==> config.mk <==
export PLATFORM = sky130hd
export DESIGN_NAME = bounded_max_heap_top_k
export DESIGN_NICKNAME = d
export VERILOG_FILES = /design/src/hdl/bmhtk_pkg.sv /design/src/hdl/bmhtk_ctrl.sv /design/src/hdl/bmhtk_dpath.sv /design/src/hdl/bounded_max_heap_top_k.sv
export SDC_FILE = /design/constraint.sdc
export NUM_CORES = 2
export LEC_CHECK = 0
export BUFFER_PORTS_ARGS = -buffer_cell sky130_fd_sc_hd__clkbuf_2
export CORE_UTILIZATION = 50
export DETAILED_ROUTE_END_ITERATION = 10
export GPL_ROUTABILITY_DRIVEN = 0
export PLACE_DENSITY = 0.73
export SLEW_MARGIN = 20
export SYNTH_ARGS = -nofsm -noshare
export SYNTH_HDL_FRONTEND = slang
export SYNTH_HIERARCHICAL = 1
export SYNTH_SLANG_ARGS = --single-unit
==> constraint.sdc <==
create_clock -name clk -period 11.14 [get_ports clk]
set_clock_uncertainty 0.1 [all_clocks]
set_input_delay 2.228 -clock clk [delete_from_list [all_inputs] [get_ports clk]]
set_output_delay 2.228 -clock clk [all_outputs]
set_load 0.02 [all_outputs]
==> src/hdl/bmhtk_pkg.sv <==
`timescale 1ns / 1ps
`default_nettype none

package bmhtk_pkg;

  // Heap geometry
  localparam int CAPACITY     = 16;
  localparam int RESULT_LIMIT = 16;
  localparam int K_MAX        = (CAPACITY < RESULT_LIMIT) ? CAPACITY : RESULT_LIMIT;
  localparam int ADDR_W       = (CAPACITY > 1) ? $clog2(CAPACITY) : 1;
  localparam int SLOT_W       = $clog2(CAPACITY + 1);
  localparam int LC_W         = SLOT_W + 1;
  localparam int CFG_W        = 5;

  // Payload
  localparam int KEY_W = 32;
  localparam int TAG_W = 32;
  localparam logic [KEY_W-1:0] SENTINEL_KEY = {(KEY_W / 8){8'h7f}};

  // Input and result codes
  localparam logic OP_OFFER   = 1'b0;
  localparam logic OP_DRAIN   = 1'b1;
  localparam logic KIND_ACK   = 1'b0;
  localparam logic KIND_ENTRY = 1'b1;

  typedef struct packed {
    logic [KEY_W-1:0] key;
    logic [TAG_W-1:0] tag;
  } entry_t;

  // Controller to datapath
  typedef struct packed {
    logic load_item;
    logic rd_root;
    logic off_start;
    logic rd_child;
    logic wr_cand;
    logic wr_child;
    logic dr_init;
    logic rd_sort;
    logic dr_load;
    logic wr_top;
    logic em_init;
    logic rd_emit;
    logic emit_entry;
    logic emit_ack;
    logic ack_val;
    logic clear_heap;
  } cmd_t;

  // Datapath to controller
  typedef struct packed {
    logic is_drain;
    logic root_less;
    logic leaf;
    logic stop;
    logic sort_last;
    logic emit_last;
  } status_t;

  // Saturate a written k into 1..K_MAX
  function automatic logic [SLOT_W-1:0] clamp_k(input logic [CFG_W-1:0] v);
    logic [SLOT_W-1:0] r;
    if (v == '0) begin
      r = SLOT_W'(1);
    end else if (int'(v) > K_MAX) begin
      r = SLOT_W'(K_MAX);
    end else begin
      r = SLOT_W'(v);
    end
    return r;
  endfunction

  // Map a 1-based heap slot to a memory address
  function automatic logic [ADDR_W-1:0] slot_addr(input logic [LC_W-1:0] slot);
    logic [LC_W-1:0] t;
    t = slot - LC_W'(1);
    return t[ADDR_W-1:0];
  endfunction

endpackage

`default_nettype wire

==> src/hdl/bmhtk_ctrl.sv <==
`timescale 1ns / 1ps
`default_nettype none

module bmhtk_ctrl (
  input  logic              clk,
  input  logic              rst,
  input  logic              start,
  input  bmhtk_pkg::status_t status,
  output bmhtk_pkg::cmd_t    cmd,
  output logic              busy
);
  import bmhtk_pkg::*;

  localparam logic [3:0] S_IDLE     = 4'd0;
  localparam logic [3:0] S_OFF_CMP  = 4'd1;
  localparam logic [3:0] S_SIFT_RD  = 4'd2;
  localparam logic [3:0] S_SIFT_CMP = 4'd3;
  localparam logic [3:0] S_DR_RD    = 4'd4;
  localparam logic [3:0] S_DR_LD    = 4'd5;
  localparam logic [3:0] S_DR_WR    = 4'd6;
  localparam logic [3:0] S_EM_RD    = 4'd7;
  localparam logic [3:0] S_EM_OUT   = 4'd8;

  logic [3:0] state, state_next;

  assign busy = (state != S_IDLE);

  // Hold state
  always_ff @(posedge clk) begin
    if (rst) begin
      state <= S_IDLE;
    end else begin
      state <= state_next;
    end
  end

  // Decode commands and next state
  always_comb begin
    cmd        = '0;
    state_next = state;
    case (state)
      S_IDLE: begin
        if (start) begin
          cmd.load_item = 1'b1;
          cmd.rd_root   = 1'b1;
          cmd.dr_init   = 1'b1;
          state_next    = S_OFF_CMP;
        end
      end
      S_OFF_CMP: begin
        if (status.is_drain) begin
          state_next = S_DR_RD;
        end else if (status.root_less) begin
          cmd.off_start = 1'b1;
          state_next    = S_SIFT_RD;
        end else begin
          cmd.emit_ack = 1'b1;
          cmd.ack_val  = 1'b0;
          state_next   = S_IDLE;
        end
      end
      S_SIFT_RD: begin
        if (status.leaf) begin
          cmd.wr_cand = 1'b1;
          if (status.is_drain) begin
            state_next = S_DR_WR;
          end else begin
            cmd.emit_ack = 1'b1;
            cmd.ack_val  = 1'b1;
            state_next   = S_IDLE;
          end
        end else begin
          cmd.rd_child = 1'b1;
          state_next   = S_SIFT_CMP;
        end
      end
      S_SIFT_CMP: begin
        if (status.stop) begin
          cmd.wr_cand = 1'b1;
          if (status.is_drain) begin
            state_next = S_DR_WR;
          end else begin
            cmd.emit_ack = 1'b1;
            cmd.ack_val  = 1'b1;
            state_next   = S_IDLE;
          end
        end else begin
          cmd.wr_child = 1'b1;
          state_next   = S_SIFT_RD;
        end
      end
      S_DR_RD: begin
        cmd.rd_sort = 1'b1;
        state_next  = S_DR_LD;
      end
      S_DR_LD: begin
        cmd.dr_load = 1'b1;
        state_next  = S_SIFT_RD;
      end
      S_DR_WR: begin
        cmd.wr_top = 1'b1;
        if (status.sort_last) begin
          cmd.em_init = 1'b1;
          state_next  = S_EM_RD;
        end else begin
          state_next = S_DR_RD;
        end
      end
      S_EM_RD: begin
        cmd.rd_emit = 1'b1;
        state_next  = S_EM_OUT;
      end
      S_EM_OUT: begin
        cmd.emit_entry = 1'b1;
        if (status.emit_last) begin
          cmd.clear_heap = 1'b1;
          state_next     = S_IDLE;
        end else begin
          state_next = S_EM_RD;
        end
      end
      default: begin
        state_next = S_IDLE;
      end
    endcase
  end

endmodule

`default_nettype wire

==> src/hdl/bmhtk_dpath.sv <==
`timescale 1ns / 1ps
`default_nettype none

module bmhtk_dpath (
  input  logic                        clk,
  input  logic                        rst,
  input  logic                        op,
  input  logic [bmhtk_pkg::KEY_W-1:0] cand_key,
  input  logic [bmhtk_pkg::TAG_W-1:0] cand_tag,
  input  logic                        cfg_we,
  input  logic [bmhtk_pkg::CFG_W-1:0] cfg_wdata,
  input  bmhtk_pkg::cmd_t             cmd,
  output bmhtk_pkg::status_t          status,
  output logic                        done,
  output logic                        kind,
  output logic                        accepted,
  output logic [bmhtk_pkg::KEY_W-1:0] entry_key,
  output logic [bmhtk_pkg::TAG_W-1:0] entry_tag,
  output logic                        last
);
  import bmhtk_pkg::*;

  // Heap storage; an entry without its valid bit reads as the sentinel key with a zero tag
  entry_t              mem [CAPACITY];
  logic [CAPACITY-1:0] valid;

  // Control registers
  logic [SLOT_W-1:0] k;
  logic [SLOT_W-1:0] empty_cnt;
  logic [SLOT_W-1:0] pos;
  logic [SLOT_W-1:0] n;
  logic [SLOT_W-1:0] n_sort;
  logic [SLOT_W-1:0] e;

  // Payload registers
  logic   drain;
  entry_t cand;
  entry_t top;
  entry_t rd_a;
  entry_t rd_b;

  // Sift-down comparison
  logic [LC_W-1:0]   lc, rc;
  logic              rc_ok, pick_b;
  logic [SLOT_W-1:0] pick_slot;
  entry_t            pick;

  always_comb begin
    lc        = {pos, 1'b0};
    rc        = lc + LC_W'(1);
    rc_ok     = (rc <= LC_W'(n));
    pick_b    = rc_ok && !(rd_a.key > rd_b.key);
    pick_slot = pick_b ? rc[SLOT_W-1:0] : lc[SLOT_W-1:0];
    pick      = pick_b ? rd_b : rd_a;
  end

  assign status.is_drain  = drain;
  assign status.root_less = (cand.key < rd_a.key);
  assign status.leaf      = (lc > LC_W'(n));
  assign status.stop      = (pick.key < cand.key);
  assign status.sort_last = (n_sort == SLOT_W'(1));
  assign status.emit_last = (e == k);

  // Read and write port selection
  logic              rd_en, we;
  logic [LC_W-1:0]   ra_slot, rb_slot, w_slot;
  logic [ADDR_W-1:0] ra, rb, wa;
  entry_t            wdata;

  always_comb begin
    rd_en   = cmd.rd_root | cmd.rd_child | cmd.rd_sort | cmd.rd_emit;
    ra_slot = LC_W'(1);
    rb_slot = LC_W'(n_sort);
    if (cmd.rd_child) begin
      ra_slot = lc;
      rb_slot = rc;
    end else if (cmd.rd_emit) begin
      ra_slot = LC_W'(e);
    end
    we     = cmd.wr_cand | cmd.wr_child | cmd.wr_top;
    w_slot = LC_W'(pos);
    wdata  = cand;
    if (cmd.wr_child) begin
      wdata = pick;
    end else if (cmd.wr_top) begin
      w_slot = LC_W'(n_sort);
      wdata  = top;
    end
    ra = slot_addr(ra_slot);
    rb = slot_addr(rb_slot);
    wa = slot_addr(w_slot);
  end

  // Write the heap memory and register both reads
  always_ff @(posedge clk) begin
    if (we) begin
      mem[wa] <= wdata;
    end
    if (rd_en) begin
      rd_a <= valid[ra] ? mem[ra] : '{key: SENTINEL_KEY, tag: '0};
      rd_b <= valid[rb] ? mem[rb] : '{key: SENTINEL_KEY, tag: '0};
    end
  end

  // Control state: valid bits, k, fill count, result strobe
  always_ff @(posedge clk) begin
    if (rst) begin
      valid     <= '0;
      k         <= SLOT_W'(K_MAX);
      empty_cnt <= SLOT_W'(K_MAX);
      done      <= 1'b0;
    end else begin
      done <= cmd.emit_ack | cmd.emit_entry;
      if (cfg_we) begin
        valid     <= '0;
        k         <= clamp_k(cfg_wdata);
        empty_cnt <= clamp_k(cfg_wdata);
      end else if (cmd.clear_heap) begin
        valid     <= '0;
        empty_cnt <= k;
      end else begin
        if (we) begin
          valid[wa] <= 1'b1;
        end
        if (cmd.off_start && (empty_cnt != '0)) begin
          empty_cnt <= empty_cnt - SLOT_W'(1);
        end
      end
    end
  end

  // Sift, sort and emit bookkeeping
  always_ff @(posedge clk) begin
    if (cmd.load_item) begin
      drain    <= (op == OP_DRAIN);
      cand.key <= cand_key;
      cand.tag <= cand_tag;
    end else if (cmd.dr_load) begin
      cand <= rd_b;
    end
    if (cmd.dr_load) begin
      top <= rd_a;
    end
    if (cmd.off_start) begin
      pos <= (empty_cnt != '0) ? empty_cnt : SLOT_W'(1);
      n   <= k;
    end else if (cmd.dr_load) begin
      pos <= SLOT_W'(1);
      n   <= n_sort - SLOT_W'(1);
    end else if (cmd.wr_child) begin
      pos <= pick_slot;
    end
    if (cmd.dr_init) begin
      n_sort <= k;
    end else if (cmd.wr_top) begin
      n_sort <= n_sort - SLOT_W'(1);
    end
    if (cmd.em_init) begin
      e <= SLOT_W'(1);
    end else if (cmd.emit_entry) begin
      e <= e + SLOT_W'(1);
    end
  end

  // Result register
  always_ff @(posedge clk) begin
    if (cmd.emit_ack) begin
      kind      <= KIND_ACK;
      accepted  <= cmd.ack_val;
      entry_key <= '0;
      entry_tag <= '0;
      last      <= 1'b1;
    end else if (cmd.emit_entry) begin
      kind      <= KIND_ENTRY;
      accepted  <= 1'b0;
      entry_key <= rd_a.key;
      entry_tag <= rd_a.tag;
      last      <= status.emit_last;
    end
  end

endmodule

`default_nettype wire

==> src/hdl/bounded_max_heap_top_k.sv <==
`timescale 1ns / 1ps
`default_nettype none

// Channel   Handshake             Payload
// input     start & !busy         op, cand_key, cand_tag
// result    done (one cycle)      kind, accepted, entry_key, entry_tag, last
// config    cfg_we                cfg_wdata (k, saturated to 1..16)
//
// A refused offer reads the root, compares the candidate to it and then
// acknowledges. A taken offer walks down from the next free slot, or from
// the root once the heap is full, and stops at a leaf or on a compare.
// Each level reads both children from the dual-read heap memory, then
// compares and writes one slot. A drain runs an in-place heap sort and then
// emits the k entries from slot 1 upward, in ascending key order.
// Reset, a config write and the end of a drain return every slot to the
// sentinel key at once through per-slot valid bits. The receiver cannot stall.

module bounded_max_heap_top_k (
  input  logic                        clk,
  input  logic                        rst,
  input  logic                        start,
  output logic                        busy,
  input  logic                        op,
  input  logic [bmhtk_pkg::KEY_W-1:0] cand_key,
  input  logic [bmhtk_pkg::TAG_W-1:0] cand_tag,
  input  logic                        cfg_we,
  input  logic [bmhtk_pkg::CFG_W-1:0] cfg_wdata,
  output logic                        done,
  output logic                        kind,
  output logic                        accepted,
  output logic [bmhtk_pkg::KEY_W-1:0] entry_key,
  output logic [bmhtk_pkg::TAG_W-1:0] entry_tag,
  output logic                        last
);
  import bmhtk_pkg::*;

  cmd_t    cmd;
  status_t status;

  bmhtk_ctrl u_ctrl (
    .clk    (clk),
    .rst    (rst),
    .start  (start),
    .status (status),
    .cmd    (cmd),
    .busy   (busy)
  );

  bmhtk_dpath u_dpath (
    .clk       (clk),
    .rst       (rst),
    .op        (op),
    .cand_key  (cand_key),
    .cand_tag  (cand_tag),
    .cfg_we    (cfg_we),
    .cfg_wdata (cfg_wdata),
    .cmd       (cmd),
    .status    (status),
    .done      (done),
    .kind      (kind),
    .accepted  (accepted),
    .entry_key (entry_key),
    .entry_tag (entry_tag),
    .last      (last)
  );

endmodule

`default_nettype wire

Word level (Yosys, flattened, before mapping)
Memory sizes are Yosys's and may differ from the RTL's. A register that Yosys moved wholly into a read port is not among the register bits.
Cells that the tools add are included.
- flip-flop bits (word level): 247
- bits in writable memories: 1024
- input port bits: 74
- output and inout bits: 69
- word-level logic and storage cells: 143
- memories kept: 1
- memory list (memory ; depth ; bits a word ; rd ports ; clocked after Yosys merged registers in ; wr ports ; RTL line ; text):
    u_dpath.mem ; 16 ; 64 ; 2 ; 2 ; 1 ; bmhtk_dpath.sv:24 ; entry_t mem [CAPACITY];
- add/sub/neg operators: 7
- order comparisons: 10
- equality and inequality tests: 11
- mux-type cells: 71
- bitwise gates (word level): 7
- reductions and logical operators: 17
- operator list (kind ; number):
    $mux 64 ; 5
    $mux 5 ; 14
    $lt 32x32->1 ; 2
    $pmux 4 s9 ; 1
    $gt 32x32->1 ; 1
    $mux 4 ; 8
    $mux 1 ; 25
    $mux 2 ; 10
    $eq 4x3->1 const B ; 4
    $or 16x16->16 ; 1
    $lt 4x5->1 const B ; 3
    $sub 4x1->4 const B ; 3
    $sub 5x1->5 const B ; 2
    $mux 3 ; 3
    $bmux 1 s4 ; 2
    $eq 4x2->1 const B ; 2
    $reduce_bool 2->1 ; 4
    $add 6x1->6 const B ; 1
    $gt 6x5->1 ; 1
    $le 6x5->1 ; 1
    $or 1x1->1 ; 6
    $pmux 2 s3 ; 1
    $reduce_bool 3->1 ; 2
    $add 5x1->5 const B ; 1
    other kinds (16) ; 20

Longest topological paths before layout
- depth after elaboration: 14
- gate-level depth with buffers: 27
- depth with buffers taken out: 24

Hierarchy
Netlist, hierarchy kept.
- by module, submodules not included (module ; times used ; cells each ; area each (µm²) ; sequential area each (µm²)):
    bmhtk_dpath ; 1 ; 3613 ; 64884.7 ; 40909.2
    bmhtk_ctrl ; 1 ; 56 ; 430.4 ; 80.1

Worst setup path before layout
No wires, ideal clock.
- path kind: register to register
- from: register u_dpath.pos[2]
- to: memory u_dpath/mem[3][0] (netlist bit), enable pin
- library setup time: 0.488 ns
- arrival: 7.620 ns
- data required time: 10.552 ns
- setup slack: 2.932 ns
- stages on the path, launching flop included: 24
- path buffers: 3
- clock period less this slack: 8.208 ns
- cell sequence: edfxtp_1 > ha_1 > a21o_1 > a211o_1 > o21ai_0 > o2111ai_1 > o21ai_1 > buf_2 > buf_2 > mux2i_1 > ha_1 > a21o_1 > a21o_1 > a211oi_1 > o211a_1 > o21ai_0 > a21oi_1 > nor2_1 > nor2b_1 > clkbuf_1 > mux2i_1 > o211ai_1 > or2_2 > nor2_1
- RTL lines (item ; RTL line ; text):
    start: declaration ; bmhtk_dpath.sv:30 ; logic [SLOT_W-1:0] pos;
    start signal: assignment ; bmhtk_dpath.sv:145 ; pos <= (empty_cnt != '0) ? empty_cnt : SLOT_W'(1);
    start signal: assignment ; bmhtk_dpath.sv:151 ; pos <= pick_slot;
    end: declaration ; bmhtk_dpath.sv:24 ;

==> results by stage <==
Timing:
- Headroom to the max-slew limit came out at 0.261.
- The number of failing setup endpoints in the final timing report is 0.
- Derived from the worst setup path, the maximum achievable clock frequency is 105 MHz.
- The sum of negative setup slack is 0 ns.
- Setup repair after global routing left no endpoint under its margin.
- The post-route minimum period is 9.56 ns.
- At the pin with the least slew margin, the transition time is 1.10 ns.
- The max-slew violation total from the final report is 0.
- The final worst-path cycle share is 0.859.
- The total count of hold-check failures in the final report is 0.

Min path:
- The tightest min-delay check is of the reg -> reg type.
- The worst hold path was traced through 2 stages.
- In this run the most critical hold path is launched from u_dpath/kind.

CTS:
- Counting every sink on the clock net gives 1399.
- For this design, the CTS-stage hold fixing added 0 buffers.
- The count of instances resized after the clock tree is built is 0.
- TritonCTS built the clock tree.
- The clock buffer count from CTS is 147.
- The later pin in the worst-skew pair is clocked with a latency of 0.78 ns.
- The maximum clock path buffer count is 3.
- The clock root buffer is clkbuf_16.
- The number of H-tree levels is 4.
- Clock-pin slew was measured on the worst setup and hold paths at 0.06 ns.
- The number of setup buffers added after CTS is 0.

Routing:
- The post-detailed-route count of antenna-violating nets is 0.
- The remaining routing DRC violations is 0.
- After detailed routing, the total wire length is 170 mm.
- The first detailed-routing pass ran for 6 iterations.
- In the final routed layout, each cell accounts on average for 30.0 µm.
- The vias after detailed routing is 36900.
- Dividing the detail-routed via count by the number of cells gives 6.53.
- In this run, the number of DRC markers left after iteration 0 of detailed routing was 4353.

Yosys:
- A synthesized cell averages 17.8 µm².
- The share of the Yosys chip area taken by registers is 0.628.
- Of all flip-flops after synthesis, the portion carrying an async set or reset was 0.
- The synthesized design contains 1399 register bits.
- The mapped cell area is 0.0653 mm².
- After synthesis, the netlist uses 67 different library cells.
- The synthesized design contains 1297 enable-type register cells.
- The synthesized netlist net count is 3849.
- During synthesis, Yosys emitted a total of 6 warnings.
- After technology mapping, the gate count stands at 3669.
- Among all flip-flop cells after synthesis, the most frequent one is edfxtp_1.

GRT:
- The via count of the first global-routing pass came to 37400.
- The first global-routing pass estimated 250 mm of wire.
- The total routing usage reported by global routing is 0.261.
- Summed over all layers, the global routing overflow is 0.
- The largest net degree at the start of global routing is 140.
- The number of antenna violations at the first check in global routing is 7.

Critical path:
- The depth of the worst register-to-register path is 24.
- The reg-to-reg setup timing slack is 1.58 ns.
- STA classifies the critical path endpoint as a flop.
- The type of the worst setup path is reg -> reg.
- The startpoint type of the worst setup path is a flop.
- The end of the worst register-to-register path is u_dpath/mem[13][26].
- STA puts the critical path data required time at 11.43 ns.
- The critical path starts at u_dpath/pos[2].
- STA puts the critical path data arrival time at 9.85 ns.
- Following the worst setup path forward leads to its endpoint at u_dpath/mem[13][26].
- The origin of the critical flop-to-flop path is u_dpath/pos[2].
- The maximum fanout encountered on the critical timing path is 33.

Die:
- Measured along the y axis, the die boundary spans 363 µm.
- The floorplan has 132 rows.
- 143 I/O pins were placed.
- The die footprint is 0.132 mm².
- For this configuration, the core starts out at a cell density of 0.504.
- The width of the die is 363 µm.
- The core box area is 0.129 mm².

Status:
- The run finished with clean final reports.

Cells and area:
- The area overhead of the layout relative to synthesis is 11.8%.
- The leading cell type in the layout, fill and taps excluded is edfxtp_1.
- The final layout contains 3969 nets.
- Of the cells placed in the final design, the portion with a size suffix greater than 1 is 0.296.
- Leaving out fill and tap cells, the most frequent cells in the layout are edfxtp_1 (1297), mux4_2 (576), mux2i_1 (244), a211oi_1 (183), clkbuf_16 (150).

Pwr:
- The worst supply voltage drop on vdd is 174 µV.
- The static leakage power is 24.6 nW.
- Total power for the finished layout comes to 13.2 mW.
- In this run the power density over the cells is 181 mW/mm².

Job:
- Max-cap violations in this run came to 0.

Placed design:
- Port buffering added 142 buffers.
- Summed over all nets, the half-perimeter wirelength after detailed placement is 101 mm.
==> area by class of cell <==
type	count	area [µm²]
Tap cell	1742	2180
Sequential cell	1399	41000
Antenna cell	1	2.50
Fill cell	9689	56500
Timing Repair Buffer	224	1540
Inverter	119	447
Multi-Input combinational cell	1898	23100
Clock inverter	80	788
Clock buffer	192	3950
==> metrics by stage <==
step	utilization	cells	area (µm²)	worst slack [ns]	hold WS (ns)
final	0.564	5655	73000	1.58	0.361
after global routing	0.564	5654	73000	1.17	0.395
after CTS	0.563	5653	72900	1.86	0.368
after detailed placement	0.527	5381	68200	1.96	0.354
after global placement	0.526	5376	68100	2.28	0.347
after floorplan	-	3669	65300	2.93	0.349
==> kinds of logic (layout without fill, tap and decap cells) <==
group | count (synthesis) | after routing | synth area share
DFF | 1399 | 1399 | 0.628
muxes | 860 | 860 | 0.243
and+or+nand+nor | 485 | 485 | 0.0382
AOI/OAI and AO/OA | 428 | 428 | 0.0447
buffers and inverters | 372 | 615 | 0.0238
adders and majority gates | 106 | 106 | 0.0203
xor gates and xnor gates | 19 | 19 | 0.00255
other | 0 | 1 | 0
==> sequential cells by signal (all words and copies together) (netlist names) <==
name	cells
u_dpath/cand	64
u_dpath/valid	16
u_dpath/entry_key	32
u_ctrl/state	4
u_dpath/top	64
u_dpath/pos	5
u_dpath/entry_tag	32
u_dpath/last	1
u_dpath/done	1
u_dpath/k	5
u_dpath/n	5
u_dpath/rd_b	64
u_dpath/mem	1024
u_dpath/drain	1
u_dpath/rd_a	64
u_dpath/n_sort	5
u_dpath/kind	1
u_dpath/accepted	1
u_dpath/e	5
u_dpath/empty_cnt	5
==> power breakdown <==
| part | switching (mW) | leakage, nW | internal [mW] |
|---|---|---|---|
| combinational | 1.35 | 9.69 | 0.877 |
| clock | 2.04 | 2.31 | 2.79 |
| sequential | 0.0919 | 12.5 | 6.09 |
==> worst min path at each step <==
stage / endpoint / slack [ns]
final: u_dpath/kind / 0.36
after floorplan: u_dpath/top[0] / 0.35
after global routing: u_dpath/kind / 0.39
after CTS: u_dpath/kind / 0.37
after detailed placement: u_dpath/kind / 0.35
after global placement: u_dpath/kind / 0.35
==> cells in the mapped netlist, types with 54 or more instances <==
cell / n / area [µm²]
a211oi_1: 183 / 1370
a21oi_1: 79 / 395
buf_2: 61 / 305
clkbuf_1: 159 / 597
dfxtp_1: 102 / 2040
edfxtp_1: 1297 / 38900
ha_1: 106 / 1330
inv_1: 118 / 443
mux2i_1: 244 / 2440
mux4_2: 576 / 13000
nand2_1: 76 / 285
nor2_1: 147 / 552
nor2b_1: 114 / 713
o21ai_0: 54 / 270
==> worst max-delay path, stage by stage, from the launching register on <==
cell and delay (ns):
edfxtp_1 0.50, ha_1 0.33, a21o_1 0.16, a211o_1 0.29, o21ai_0 0.86, o2111ai_1 0.46
o21ai_4 0.26, buf_4 0.62, mux2i_1 0.23, ha_1 0.34, nand4_1 0.19, nor3_1 0.28
nand4_1 0.22, or3_1 0.48, o21ai_0 0.17, a21oi_1 0.15, nor2_4 0.71, nor2b_1 0.28
mux2i_1 0.26, o211ai_1 0.23, nor3_1 0.26, nor2_1 0.21, nor2_4 0.14, buf_4 0.56
buf_4 0.70
==> layer usage <==
| layer | up-vias | track usage | share of wire |
|---|---|---|---|
| met2 | 2095 | 0.411 | 0.48 |
| met4 | 2 | 0.0879 | 0.032 |
| li1 | 15300 | - | - |
| met1 | 19200 | 0.361 | 0.39 |
| met5 | - | 0 | 0.000065 |
| met3 | 290 | 0.0581 | 0.099 |
(Power assumes the default switching activity.)
